[config.mk]
export PLATFORM = sky130hd
export DESIGN_NAME = npm_ram
export DESIGN_NICKNAME = d
export VERILOG_FILES = /design/src/npm_ram.sv
export SDC_FILE = /design/constraint.sdc
export NUM_CORES = 2
export LEC_CHECK = 0
export BUFFER_PORTS_ARGS = -buffer_cell sky130_fd_sc_hd__buf_2
export CELL_PAD_IN_SITES_DETAIL_PLACEMENT = 0
export CELL_PAD_IN_SITES_GLOBAL_PLACEMENT = 1
export CORE_UTILIZATION = 51
export CTS_CLUSTER_DIAMETER = 50
export DETAILED_ROUTE_END_ITERATION = 10
export GPL_TIMING_DRIVEN = 0
export PLACE_DENSITY_LB_ADDON = 0.1
export SYNTH_ARGS = -nofsm -noshare
export SYNTH_HDL_FRONTEND = slang
export SYNTH_SLANG_ARGS = --single-unit
[constraint.sdc]
create_clock -name clk_i -period 2.4 [get_ports clk_i]
set_input_delay 0.24 -clock clk_i [delete_from_list [all_inputs] [get_ports clk_i]]
set_output_delay 0.24 -clock clk_i [all_outputs]
set_load 0.01 [all_outputs]
[src/npm_ram.sv]
// Generic single-write, single-read RAM with registered read data.
`timescale 1ns / 1ps
module npm_ram #(
  parameter int unsigned WIDTH = 8,
  parameter int unsigned DEPTH = 256
) (
  input  logic                     clk_i,
  input  logic                     we_i,
  input  logic [$clog2(DEPTH)-1:0] waddr_i,
  input  logic [WIDTH-1:0]         wdata_i,
  input  logic [$clog2(DEPTH)-1:0] raddr_i,
  output logic [WIDTH-1:0]         rdata_o
);

  logic [WIDTH-1:0] mem_q [DEPTH];
  logic [WIDTH-1:0] rdata_q;

  always_ff @(posedge clk_i) begin
    if (we_i) begin
      mem_q[waddr_i] <= wdata_i;
    end
    rdata_q <= mem_q[raddr_i];
  end

  assign rdata_o = rdata_q;

endmodule

==> results.sh <==
export IMPL_clkTransAtPathRegs_ns=0.06
export IMPL_finalHoldViolations=0
export IMPL_period_needed_ns=2.623
export IMPL_min_from="waddr_i[2]"
export IMPL_dieArea_um2=157600
export IMPL_finalPower_mw=76.70
export IMPL_boundaryPins=34
export IMPL_post_route_worst_setup_slack_ns=-0.2232
export IMPL_crit_slowest_cell="clkbuf_2"
export IMPL_grt_pass1_wl_mm=332.8
export IMPL_max_freq_mhz=381.2
export IMPL_synth_top_area_cell="edfxtp_1"
export IMPL_worstSetupPathType="input pin to register"
export IMPL_vias=41308
export IMPL_ys_types=55
export IMPL_dieWidth_um=397.0
export IMPL_rsz0062_at_grt="yes"
export IMPL_drtPass1Iterations=9
export IMPL_setup_viol=144
export IMPL_synth_edff_count=2048
export IMPL_area_growth_pct=15.05
export IMPL_netlist_area_leader_share_pct=77.30
export IMPL_arrival_ns=3.30
export IMPL_yosys_most_used_dff="edfxtp_1"
export IMPL_drt_initial_drc_count=6166
export IMPL_r2r_start="mem_q[131][4]$_DFFE_PP_"
export IMPL_violations="design-rule violations, negative setup slack"
export IMPL_place_congestion=0.8975
export IMPL_ff2ff_path_depth=6
export IMPL_die_h_um=397.0
export IMPL_hold_depth=4
export IMPL_p_per_area_nw_per_um2=838.0
export IMPL_yosysSeqAreaShare_pct=77.50
export IMPL_antenna_left=0
export IMPL_hp_class="input pin to register"
export IMPL_critPathTopFamily="buffers and inverters"
export IMPL_cts_tree="built"
export IMPL_vdd_drop_max_mv=0.6256
export IMPL_htreeDepth=4
export IMPL_cap_violations=0
export IMPL_clock_latency_ns=0.83
export IMPL_yosysWarnings=0
export IMPL_io_buffers=26
export IMPL_antenna_found_initial=8
export IMPL_cp_max_fo=10
export IMPL_grt_usage_pct=31.44
export IMPL_grt_pass1_vias=40300
export IMPL_cp_cell_sequence="buf_2, buf_2, clkbuf_2, nor2_1, a2111oi_2, nor3_2, nor4_4"
export IMPL_synth_seq_cells=2056
export IMPL_critPathBufInv=3
export IMPL_async_reset_ff_share_pct=0
export IMPL_hold_end="mem_q[14][3]$_DFFE_PP_"
export IMPL_core_area_um2=154400
export IMPL_layout_drive_gt1_share_pct=30.24
export IMPL_cts_buffer_depth=3
export IMPL_drv_slew=0
export IMPL_routed_via_density=6.637
export IMPL_cts_sinks=2056
export IMPL_slew_headroom_pct=9.466
export IMPL_wl_per_cell_um=39.37
export IMPL_worstPathRequired_ns=3.08
export IMPL_cts_root_buf="clkbuf_16"
export IMPL_drc=4
export IMPL_dpl_worst_slack_ns=-2.996
export IMPL_overflow=0
export IMPL_numCtsBuffers=212
export IMPL_grt_max_degree=153
export IMPL_leakage_nw=28.18
export IMPL_slowest_delay_ns=0.65
export IMPL_reg2reg_slack_ns=-0.11
export IMPL_synth_area_leaders="edfxtp_1 77%, mux4_2 13%, mux2i_1 1.7%"
export IMPL_status="finished, violations left"
export IMPL_crit_path_start_kind="input pin"
export IMPL_dp_cells=5816
export IMPL_worst_setup_path_end_kind="register"
export IMPL_dp_hpwl_mm=160.9
export IMPL_fin_nets=4023
export IMPL_fin_cells=6224
export IMPL_initial_core_util_pct=51.52
export IMPL_path_common_cell="buf_2"
export IMPL_reg2reg_to="rdata_o[4]$_DFF_P_"
export IMPL_netlist_area_um2=79560
export IMPL_skew_ns=0.02331
export IMPL_synthesis_nets=3759
export IMPL_rows=144
export IMPL_period_share_pct=109.3
export IMPL_syn_avg_cell_area_um2=21.31
export IMPL_wirelength_mm=245.1
export IMPL_tightestPinTransition_ns=1.353
export IMPL_syn_inst=3733
## synthesized netlist by cell type, drive strengths merged (6+ instances only)
master and n:
nor3 22, mux2i 134, o21ai 12, a22oi 133, and2 6, o22ai 28, nor2b 31, buf 122
o211ai 10, a211oi 16, nand2 33, nand4 10, nand3 34, nand2b 8, nor4 27, nor2 282
a22o 8, clkbuf 111, edfxtp 2048, dfxtp 8, o221ai 47, mux4 456, a21oi 96, a221oi 14
## worst min-delay path: stages
cell and delay, ns:
clkbuf_1 0.20, nand4_1 0.13, buf_4 0.19, nor2_1 0.22
## placed cells by master, fill, tap and decap left out, types with 26 or more instances in the layout
cell       Yosys  final
edfxtp_1    2048   2048
mux4_2       454    455
clkbuf_16      0    217
mux2i_1      134    133
a22oi_1      133    129
nor2_2         0    128
nor2_1       282    128
a21oi_1       96     80
clkbuf_1     111     80
clkinv_1       1     47
buf_2         31     45
buf_4         27     45
clkbuf_2       0     39
clkinv_2       0     36
o221ai_1      46     35
nand2_1       33     33
nand3_1       34     31
nor2b_1       31     28
o22ai_1       28     27
nor2_4         0     26
## cell families after synthesis
logic type | count (synthesis) | share of synthesized area [%]
flip-flops | 2056 | 77.50
AND/OR/NAND/NOR | 466 | 2.628
buffers and inverters | 235 | 1.831
AO/OA/AOI/OAI | 385 | 3.419
multiplexers | 591 | 14.62
## worst max-delay path by stage
| stage | startpoint | to | slack (ns) | cells after the start |
|---|---|---|---|---|
| floorplan | raddr_i[0] | rdata_o[2]$_DFF_P_ | 0.22 | 9 |
| finish | raddr_i[5] | rdata_o[4]$_DFF_P_ | -0.22 | 7 |
| global placement | raddr_i[1] | rdata_o[4]$_DFF_P_ | -3.31 | 9 |
| global route | waddr_i[2] | mem_q[183][4]$_DFFE_PP_ | -0.27 | 6 |
| detailed placement | raddr_i[2] | rdata_o[7]$_DFF_P_ | -3.00 | 9 |
| CTS | raddr_i[0] | rdata_o[4]$_DFF_P_ | -0.14 | 11 |
## cell type report
cell class	instances	area, um2
clock buffer	272	5737
sequential	2056	61660
fill	11150	62880
inverter	2	8.758
antenna	4	10.01
buffer	230	1892
timing repair buffer	53	648.1
multi-input combinational	1442	17940
clock inverter	121	1084
tap	2044	2557
## stage by stage
step                area [um2]  TNS (ns)  hold slack, ns  util [%]
CTS                      91080   -0.8060          0.3028     58.98
global placement         82240  -6363.80          0.6366     53.26
global route             91530    -15.84          0.3917     59.28
detailed placement       82670  -1398.88          0.6346     53.54
floorplan                79560         0          0.3389         -
finish                   91530    -11.56          0.3679     59.28
## what timing repair did
action	in CTS	in global routing
setup buffers	2	4
hold buffers	8	0
endpoints found under the setup margin	826	946
hold endpoints to repair	426	0
pin swaps	12	19
resized for setup	431	122
## power breakdown
part           leakage [nW]  switching [mW]  internal [mW]
Clock                  3.34            13.9           18.6
Sequential             18.5          0.0215           39.6
Combinational          6.36            3.16           1.46
Total                  28.2            17.1           59.6
## routing by layer
metal | wire (um) | GRT usage [%] | vias to the layer above
met3 | 25230 | 7.004 | 422
met5 | 0 | 0 | -
met4 | 9910 | 11.04 | 0
li1 | - | - | 16280
met1 | 96460 | 44.89 | 22195
met2 | 113400 | 48.18 | 2411
## flip-flops by register name, indices dropped and copies added (netlist names)
register and count:
rdata_o 8, mem_q 2048
No activity file was read; power rests on OpenSTA's default activity.
